**config.mk**
```make
export PLATFORM = sky130hd
export DESIGN_NAME = step_dir_axis_with_endstops
export DESIGN_NICKNAME = d
export VERILOG_FILES = /design/src/design/sdaxis_pkg.sv /design/src/design/step_dir_axis_with_endstops.sv
export SDC_FILE = /design/constraint.sdc
export NUM_CORES = 1
export LEC_CHECK = 0
export ABC_AREA = 1
export BUFFER_PORTS_ARGS = -buffer_cell sky130_fd_sc_hd__buf_2
export CAP_MARGIN = 20
export CORE_MARGIN = 5
export CORE_UTILIZATION = 35
export CTS_CLUSTER_DIAMETER = 100
export DETAILED_ROUTE_END_ITERATION = 10
export GPL_ROUTABILITY_DRIVEN = 0
export PLACE_DENSITY_LB_ADDON = 0.3
export SYNTH_ARGS = -nofsm -noshare
export SYNTH_HDL_FRONTEND = slang
export SYNTH_SLANG_ARGS = --single-unit
```
**constraint.sdc**
```tcl
create_clock -name clk -period 6.38 [get_ports clk]
set_clock_uncertainty 0.15 [all_clocks]
set_input_delay 0.638 -clock clk [delete_from_list [all_inputs] [get_ports clk]]
set_output_delay 0.638 -clock clk [all_outputs]
set_load 0.01 [all_outputs]
```
**src/design/sdaxis_pkg.sv**
```systemverilog
// Shared types and constants for the step/direction axis block.
package sdaxis_pkg;

	// Default width of the internal step position.
	localparam int unsigned POSITION_WIDTH_DEF = 32;

	// Widths fixed by the word formats.
	localparam int unsigned POS_FIELD_W = 32;
	localparam int unsigned CFG_DATA_W  = 32;
	localparam int unsigned CFG_IDX_W   = 3;
	localparam int unsigned IN_TDATA_W  = 8;
	localparam int unsigned OUT_TDATA_W = 40;

	typedef enum logic [1:0] {
		OP_STEP  = 2'd0,
		OP_DIR   = 2'd1,
		OP_RESET = 2'd2,
		OP_OTHER = 2'd3
	} op_t;

	typedef enum logic [CFG_IDX_W-1:0] {
		REG_INVERT_DIR   = 3'd0,
		REG_MOTOR_CONN   = 3'd1,
		REG_START_POS    = 3'd2,
		REG_MIN_THRESH   = 3'd3,
		REG_MAX_THRESH   = 3'd4,
		REG_ENDSTOP_EN   = 3'd5,
		REG_ENDSTOP_POL  = 3'd6,
		REG_SHARED_PIN   = 3'd7
	} reg_idx_t;

endpackage

```
**src/design/step_dir_axis_with_endstops.sv**
```systemverilog
// Step/direction position counter with two position endstops, stream in and out.
// A word passes through the input register and then the result register.
// Throughput: one word per cycle unless m_axis_tready stalls the output; the counter update,
// saturation and the two threshold compares all fit between the input and result registers.
// Reset (arst_n low, asynchronous): position 0, stored step/dir levels 0, all config
// registers to defaults (motor on = 1, rest 0), both pipeline stages empty.
module step_dir_axis_with_endstops
	import sdaxis_pkg::*;
#(
	parameter int unsigned POSITION_WIDTH = POSITION_WIDTH_DEF
) (
	input  logic                   clk,
	input  logic                   arst_n,

	// config write port
	input  logic                   cfg_wr_en,
	input  logic [CFG_IDX_W-1:0]   cfg_index,
	input  logic [CFG_DATA_W-1:0]  cfg_wdata,

	// input words
	input  logic                   s_axis_tvalid,
	output logic                   s_axis_tready,
	input  logic [IN_TDATA_W-1:0]  s_axis_tdata,   // [1:0] op, [2] level, [7:3] zero

	// result words
	output logic                   m_axis_tvalid,
	input  logic                   m_axis_tready,
	output logic [OUT_TDATA_W-1:0] m_axis_tdata    // [31:0] position, [32] min_triggered,
	                                               // [33] max_triggered, [34] either_triggered,
	                                               // [35] pin_a_level, [36] pin_b_level,
	                                               // [37] pin_a_driven, [38] pin_b_driven,
	                                               // [39] zero
);

	localparam int unsigned PW = POSITION_WIDTH;
	// compare width: wide enough for both the position and the 32-bit thresholds
	localparam int unsigned CW = (PW > POS_FIELD_W) ? PW : POS_FIELD_W;

	localparam logic signed [PW-1:0] POS_MAX = {1'b0, {(PW-1){1'b1}}};
	localparam logic signed [PW-1:0] POS_MIN = {1'b1, {(PW-1){1'b0}}};

	// ---------------- config registers ----------------
	logic                          invert_dir_q;
	logic                          motor_conn_q;
	logic signed [POS_FIELD_W-1:0] start_pos_q;
	logic signed [POS_FIELD_W-1:0] min_thresh_q;
	logic signed [POS_FIELD_W-1:0] max_thresh_q;
	logic [1:0]                    endstop_en_q;
	logic [3:0]                    endstop_pol_q;
	logic                          shared_pin_q;

	always_ff @(posedge clk or negedge arst_n) begin
		if (!arst_n) begin
			invert_dir_q  <= 1'b0;
			motor_conn_q  <= 1'b1;
			start_pos_q   <= '0;
			min_thresh_q  <= '0;
			max_thresh_q  <= '0;
			endstop_en_q  <= '0;
			endstop_pol_q <= '0;
			shared_pin_q  <= 1'b0;
		end else if (cfg_wr_en) begin
			unique case (reg_idx_t'(cfg_index))
				REG_INVERT_DIR:  invert_dir_q  <= cfg_wdata[0];
				REG_MOTOR_CONN:  motor_conn_q  <= cfg_wdata[0];
				REG_START_POS:   start_pos_q   <= cfg_wdata;
				REG_MIN_THRESH:  min_thresh_q  <= cfg_wdata;
				REG_MAX_THRESH:  max_thresh_q  <= cfg_wdata;
				REG_ENDSTOP_EN:  endstop_en_q  <= cfg_wdata[1:0];
				REG_ENDSTOP_POL: endstop_pol_q <= cfg_wdata[3:0];
				REG_SHARED_PIN:  shared_pin_q  <= cfg_wdata[0];
				default: ;
			endcase
		end
	end

	// ---------------- handshake ----------------
	logic valid_s1;
	op_t  op_s1;
	logic level_s1;
	logic valid_s2;
	logic adv_s1;      // stage 1 word moves into the result register

	assign adv_s1        = valid_s1 && (!valid_s2 || m_axis_tready);
	assign s_axis_tready = !valid_s1 || adv_s1;

	always_ff @(posedge clk or negedge arst_n) begin
		if (!arst_n) begin
			valid_s1 <= 1'b0;
			valid_s2 <= 1'b0;
		end else begin
			if (s_axis_tready)
				valid_s1 <= s_axis_tvalid;
			if (adv_s1)
				valid_s2 <= 1'b1;
			else if (m_axis_tready)
				valid_s2 <= 1'b0;
		end
	end

	always_ff @(posedge clk) begin
		if (s_axis_tready && s_axis_tvalid) begin
			op_s1    <= op_t'(s_axis_tdata[1:0]);
			level_s1 <= s_axis_tdata[2];
		end
	end

	// ---------------- axis state ----------------
	logic signed [PW-1:0] count_q;
	logic                 last_step_q;
	logic                 last_dir_q;

	logic signed [PW-1:0] count_nxt;
	logic                 last_step_nxt;
	logic                 last_dir_nxt;
	logic signed [CW-1:0] start_ext;
	logic signed [PW-1:0] start_clamped;

	// start position clamped into the position range (only bites when PW < 32)
	always_comb begin
		start_ext = CW'(start_pos_q);
		if (start_ext > CW'(POS_MAX))
			start_clamped = POS_MAX;
		else if (start_ext < CW'(POS_MIN))
			start_clamped = POS_MIN;
		else
			start_clamped = start_ext[PW-1:0];
	end

	always_comb begin
		count_nxt     = count_q;
		last_step_nxt = last_step_q;
		last_dir_nxt  = last_dir_q;
		case (op_s1)
			OP_STEP: begin
				last_step_nxt = level_s1;
				if (level_s1 && !last_step_q && motor_conn_q) begin
					if (last_dir_q ^ invert_dir_q) begin
						if (count_q != POS_MIN)
							count_nxt = count_q - PW'(1);
					end else begin
						if (count_q != POS_MAX)
							count_nxt = count_q + PW'(1);
					end
				end
			end
			OP_DIR:   last_dir_nxt = level_s1;
			OP_RESET: begin
				count_nxt     = start_clamped;
				last_step_nxt = 1'b0;
				last_dir_nxt  = 1'b0;
			end
			default: ;
		endcase
	end

	always_ff @(posedge clk or negedge arst_n) begin
		if (!arst_n) begin
			count_q     <= '0;
			last_step_q <= 1'b0;
			last_dir_q  <= 1'b0;
		end else if (adv_s1) begin
			count_q     <= count_nxt;
			last_step_q <= last_step_nxt;
			last_dir_q  <= last_dir_nxt;
		end
	end

	// ---------------- endstops on the updated position ----------------
	logic signed [CW-1:0] count_ext;
	logic                 trig_a, trig_b;
	logic                 pol_sel;
	logic                 pa_lvl, pb_lvl, pa_drv, pb_drv;

	assign count_ext = CW'(count_nxt);

	always_comb begin
		trig_a = 1'b0;
		trig_b = 1'b0;
		if (endstop_en_q[0])
			trig_a = !motor_conn_q || (endstop_pol_q[0] ? (count_ext >= CW'(min_thresh_q))
			                                             : (count_ext <= CW'(min_thresh_q)));
		if (endstop_en_q[1])
			trig_b = !motor_conn_q || (endstop_pol_q[1] ? (count_ext >= CW'(max_thresh_q))
			                                             : (count_ext <= CW'(max_thresh_q)));

		// shared pin: B's polarity wins when B is on
		pol_sel = endstop_en_q[1] ? endstop_pol_q[3] : endstop_pol_q[2];
		pa_lvl  = 1'b0;
		pb_lvl  = 1'b0;
		pa_drv  = 1'b0;
		pb_drv  = 1'b0;
		if (shared_pin_q) begin
			if (|endstop_en_q) begin
				pa_drv = 1'b1;
				pa_lvl = (trig_a || trig_b) ? pol_sel : !pol_sel;
			end
		end else begin
			if (endstop_en_q[0]) begin
				pa_drv = 1'b1;
				pa_lvl = trig_a ? endstop_pol_q[2] : !endstop_pol_q[2];
			end
			if (endstop_en_q[1]) begin
				pb_drv = 1'b1;
				pb_lvl = trig_b ? endstop_pol_q[3] : !endstop_pol_q[3];
			end
		end
	end

	// ---------------- result register ----------------
	logic [POS_FIELD_W-1:0] pos_s2;
	logic [6:0]             flags_s2;

	always_ff @(posedge clk) begin
		if (adv_s1) begin
			pos_s2   <= count_ext[POS_FIELD_W-1:0];
			flags_s2 <= {pb_drv, pa_drv, pb_lvl, pa_lvl, trig_a || trig_b, trig_b, trig_a};
		end
	end

	assign m_axis_tvalid = valid_s2;
	assign m_axis_tdata  = {1'b0, flags_s2, pos_s2};

`ifndef NO_ASSERTIONS
	// position only moves when a word passes into the result register
	a_count_hold: assert property (@(posedge clk) disable iff (!arst_n)
		!adv_s1 |=> $stable(count_q))
		else $error("position changed without a word");

	// a full stage 1 behind a stalled result must block the input
	a_backpressure: assert property (@(posedge clk) disable iff (!arst_n)
		valid_s1 && valid_s2 && !m_axis_tready |-> !s_axis_tready)
		else $error("input accepted while pipeline is full");

	// shared pin mode never drives pin B
	a_shared_b_idle: assert property (@(posedge clk) disable iff (!arst_n)
		adv_s1 && shared_pin_q |=> !flags_s2[6] && !flags_s2[4])
		else $error("pin B driven in shared mode");

	// combined trigger flag is the OR of the two stop flags
	a_any_trig: assert property (@(posedge clk) disable iff (!arst_n)
		valid_s2 |-> flags_s2[2] == (flags_s2[0] || flags_s2[1]))
		else $error("combined trigger flag mismatch");
`endif

endmodule
```
==> results_dict.tcl <==
set metrics [dict create \
    multiInputGateArea_um2 5800 \
    grt_max_degree 83 \
    syn-num-nets 1641 \
    yosysWarnings 0 \
    ys.flop_type "dfrtp_1" \
    max_slew.worst_pin.slew_ns 0.805 \
    drtAntennaViolNets 0 \
    worstPathRequired_ns 6.44 \
    seq_area_um2 4790 \
    grt_pass1_vias 9894 \
    drc 0 \
    cts_resized 0 \
    cts_max_path_buffers 2 \
    rr_worst_depth 26 \
    finalCritPeriodShare_pct 75.1 \
    setup_viol 0 \
    syn-cell-area_um2 11700 \
    vdd_drop_max_v 0.000213 \
    grt_pass1_wl_um 53200 \
    switching_share_pct 43.1 \
    drt-wirelength-per-cell_um 15.7 \
    final_nets 1696 \
    post_cts_buffers 0 \
    drtPass1Iterations 8 \
    cts_tree "done" \
    rr_startpoint "count_q[1]$_DFFE_PN0P_" \
    worstSetupPathType "reg -> reg" \
    cts_root_buf "clkbuf_16" \
    place_hpwl_um 23900 \
    status "finished, final reports clean" \
    fillerInstances 3474 \
    die_w_um 193 \
    holdWs_ns 0.0914 \
    drv_slew 0 \
    powerDensity_nw_per_um2 365 \
    final_cell_mix "nand2_1, inv_1, dfrtp_1" \
    drive_gt1_share_pct 12.6 \
    pin_count 90 \
    maxSlewHeadroom_pct 46.2 \
    power.internal_uw 2730 \
    grt_usage_pct 18.0 \
    drtIter0Drc 656 \
    yosysSeqAreaShare_pct 41.0 \
    dieArea_um2 37100 \
    grt_overflow 0 \
    worstHoldPathType "in -> async" \
    start_util_pct 35.1 \
    portBuffers 83 \
    start_kind "flop" \
    synth_edf_count 42 \
    netlist_instances 1525 \
    p_leak_uw 0.00630 \
    setup.worst_path.end_class "flop" \
    core_area_um2 33300 \
    final_common_cell "nand2_1" \
    areaGrowthSynthToFinish_pct 12.2 \
    wirelength_um 32100 \
    insertion_delay_ns 0.45 \
    final_core_util_pct 39.4 \
    ys_ff_latch 183 \
    reg2reg_slack_ns 1.59 \
    cts_buffers 17 \
    clkPwrFrac_pct 22.1 \
    h-tree-depth 4 \
    fmax_mhz 209 \
    vias 10100 \
    syn_area_per_cell_um2 7.66 \
    period_needed_ns 4.79 \
    path_max_fanout 7 \
    rows 67 \
    p_switching_uw 2070 \
    via_per_inst 4.96 \
    comb_power_share_pct 41.0 \
    antenna_found_initial 0 \
    async_flop_share_pct 77.0 \
    die_h_um 193 \
    arrival_ns 4.85 \
    r2r_end "flags_s2[3]$_DFFE_PP_" \
    ctsHoldBuffers 0 \
    diodes 0 \
    p_seq_share_pct 36.9 \
    finalSetupTns_ns 0 \
    hold_viol_final 0 \
    synth_cell_types 46 \
    cts_sinks 183 \
    rsz0062_at_grt "no" \
    clk_pin_slew_ns 0.08 \
    cap_violations 0 \
]
## kinds of logic (layout without fill, tap and decap cells)
group | after synthesis | in the layout | synth area share (%)
other cells | 1 | 1 | 0.0321
compound gates | 288 | 288 | 13.3
buf+inv | 275 | 343 | 9.71
simple gates | 672 | 672 | 25.8
flops | 183 | 183 | 41.0
xor+xnor | 38 | 38 | 2.85
fa+ha+maj | 68 | 68 | 7.28
## synth_stat cells, types with 2 or more instances
cell type      count  area, um2
nand2_1          384       1440
inv_1            203        762
dfrtp_1          140       3500
o21ai_0          137        686
nand3_1          102        510
nor2_1            97        364
a21oi_1           71        355
ha_1              68        851
edfxtp_1          42       1260
xor2_1            35        307
o21ai_1           34        170
clkbuf_1          31        116
a22oi_1           29        218
nand3_2           22        220
nor3_1            17       85.1
nand4_1           15       93.8
buf_2             13       65.1
inv_2              9       33.8
nor2_2             9       56.3
buf_4              7       52.6
nand2_2            7       43.8
nor2_4             6       67.6
a31oi_1            4       25.0
buf_6              4       45.0
nor3_2             4       40.0
o211ai_1           4       30.0
o21a_1             4       30.0
xnor2_1            3       26.3
a21o_1             2       15.0
and2_1             2       12.5
buf_1              2       7.51
clkbuf_8           2       27.5
clkinv_1           2       7.51
dlygate4sd1_1      2       17.5
## per-stage QoR
step	total power [uW]	instances	setup slack (ns)	instance area, um2
floorplan	3170	1525	2.84	11700
global placement	3700	2007	1.74	12500
detailed placement	3740	2007	1.68	12500
CTS	4820	2039	1.61	13100
global route	5200	2041	1.24	13100
finish	4790	2041	1.59	13100
## flip-flops by register name, indices dropped and copies added, names as in the netlist
name,flops
count_q,32
max_thresh_q,32
min_thresh_q,32
pos_s2,32
start_ext,32
flags_s2,7
endstop_pol_q,4
endstop_en_q,2
op_s1,2
invert_dir_q,1
last_dir_q,1
last_step_q,1
level_s1,1
m_axis_tvalid,1
motor_conn_q,1
shared_pin_q,1
valid_s1,1
## worst max-delay path, stage by stage (launching register included)
cell,delay (ns)
dfrtp_1,0.41
inv_1,0.19
ha_1,0.27
nand2_2,0.13
nor2_4,0.18
nand3_2,0.12
nor2_4,0.19
inv_2,0.10
nand4_1,0.10
nand2_1,0.14
nand3_1,0.15
nand3_1,0.11
a22oi_1,0.44
ha_1,0.28
nand2_1,0.12
nor2_1,0.16
nand2_1,0.09
nor3_1,0.41
nand2_1,0.14
nand2_1,0.08
nand2_1,0.05
nand3_1,0.13
nand2_1,0.13
nand2_1,0.10
nand2_1,0.05
nand3_1,0.07
nand2_1,0.06
## how the worst max path moves through the flow
stage / cells after the start / endpoint / from
CTS: 26 / flags_s2[3]$_DFFE_PP_ / count_q[1]$_DFFE_PN0P_
floorplan: 25 / flags_s2[3]$_DFFE_PP_ / count_q[1]$_DFFE_PN0P_
global placement: 26 / flags_s2[3]$_DFFE_PP_ / count_q[1]$_DFFE_PN0P_
finish: 26 / flags_s2[3]$_DFFE_PP_ / count_q[1]$_DFFE_PN0P_
detailed placement: 26 / flags_s2[3]$_DFFE_PP_ / count_q[1]$_DFFE_PN0P_
global route: 26 / flags_s2[3]$_DFFE_PP_ / count_q[1]$_DFFE_PN0P_
## final cells by class
class / count / share of cell area (%)
Multi-Input combinational cell: 1067 / 44.2
Sequential cell: 183 / 36.5
Inverter: 214 / 6.13
Timing Repair Buffer: 97 / 4.42
Tap cell: 448 / 4.28
Clock buffer: 17 / 3.24
Clock inverter: 15 / 1.19
## per-layer routing
metal | part of all wire [%] | vias to the layer above | track usage (%)
met3 | 4.6 | 41 | 2.30
met1 | 46 | 4726 | 24.8
met5 | 0 | - | 0
met4 | 1.8 | 0 | 5.32
li1 | - | 5093 | -
met2 | 47 | 261 | 29.6
## power groups by stage
stage / sequential [uW] / combinational (uW) / clock [uW]
floorplan: 1690 / 1480 / 0
global placement: 1780 / 1920 / 0
detailed placement: 1780 / 1950 / 0
CTS: 1770 / 1970 / 1090
global route: 1810 / 2260 / 1130
finish: 1770 / 1970 / 1060
Note: power is estimated with default switching activity, not from simulation.
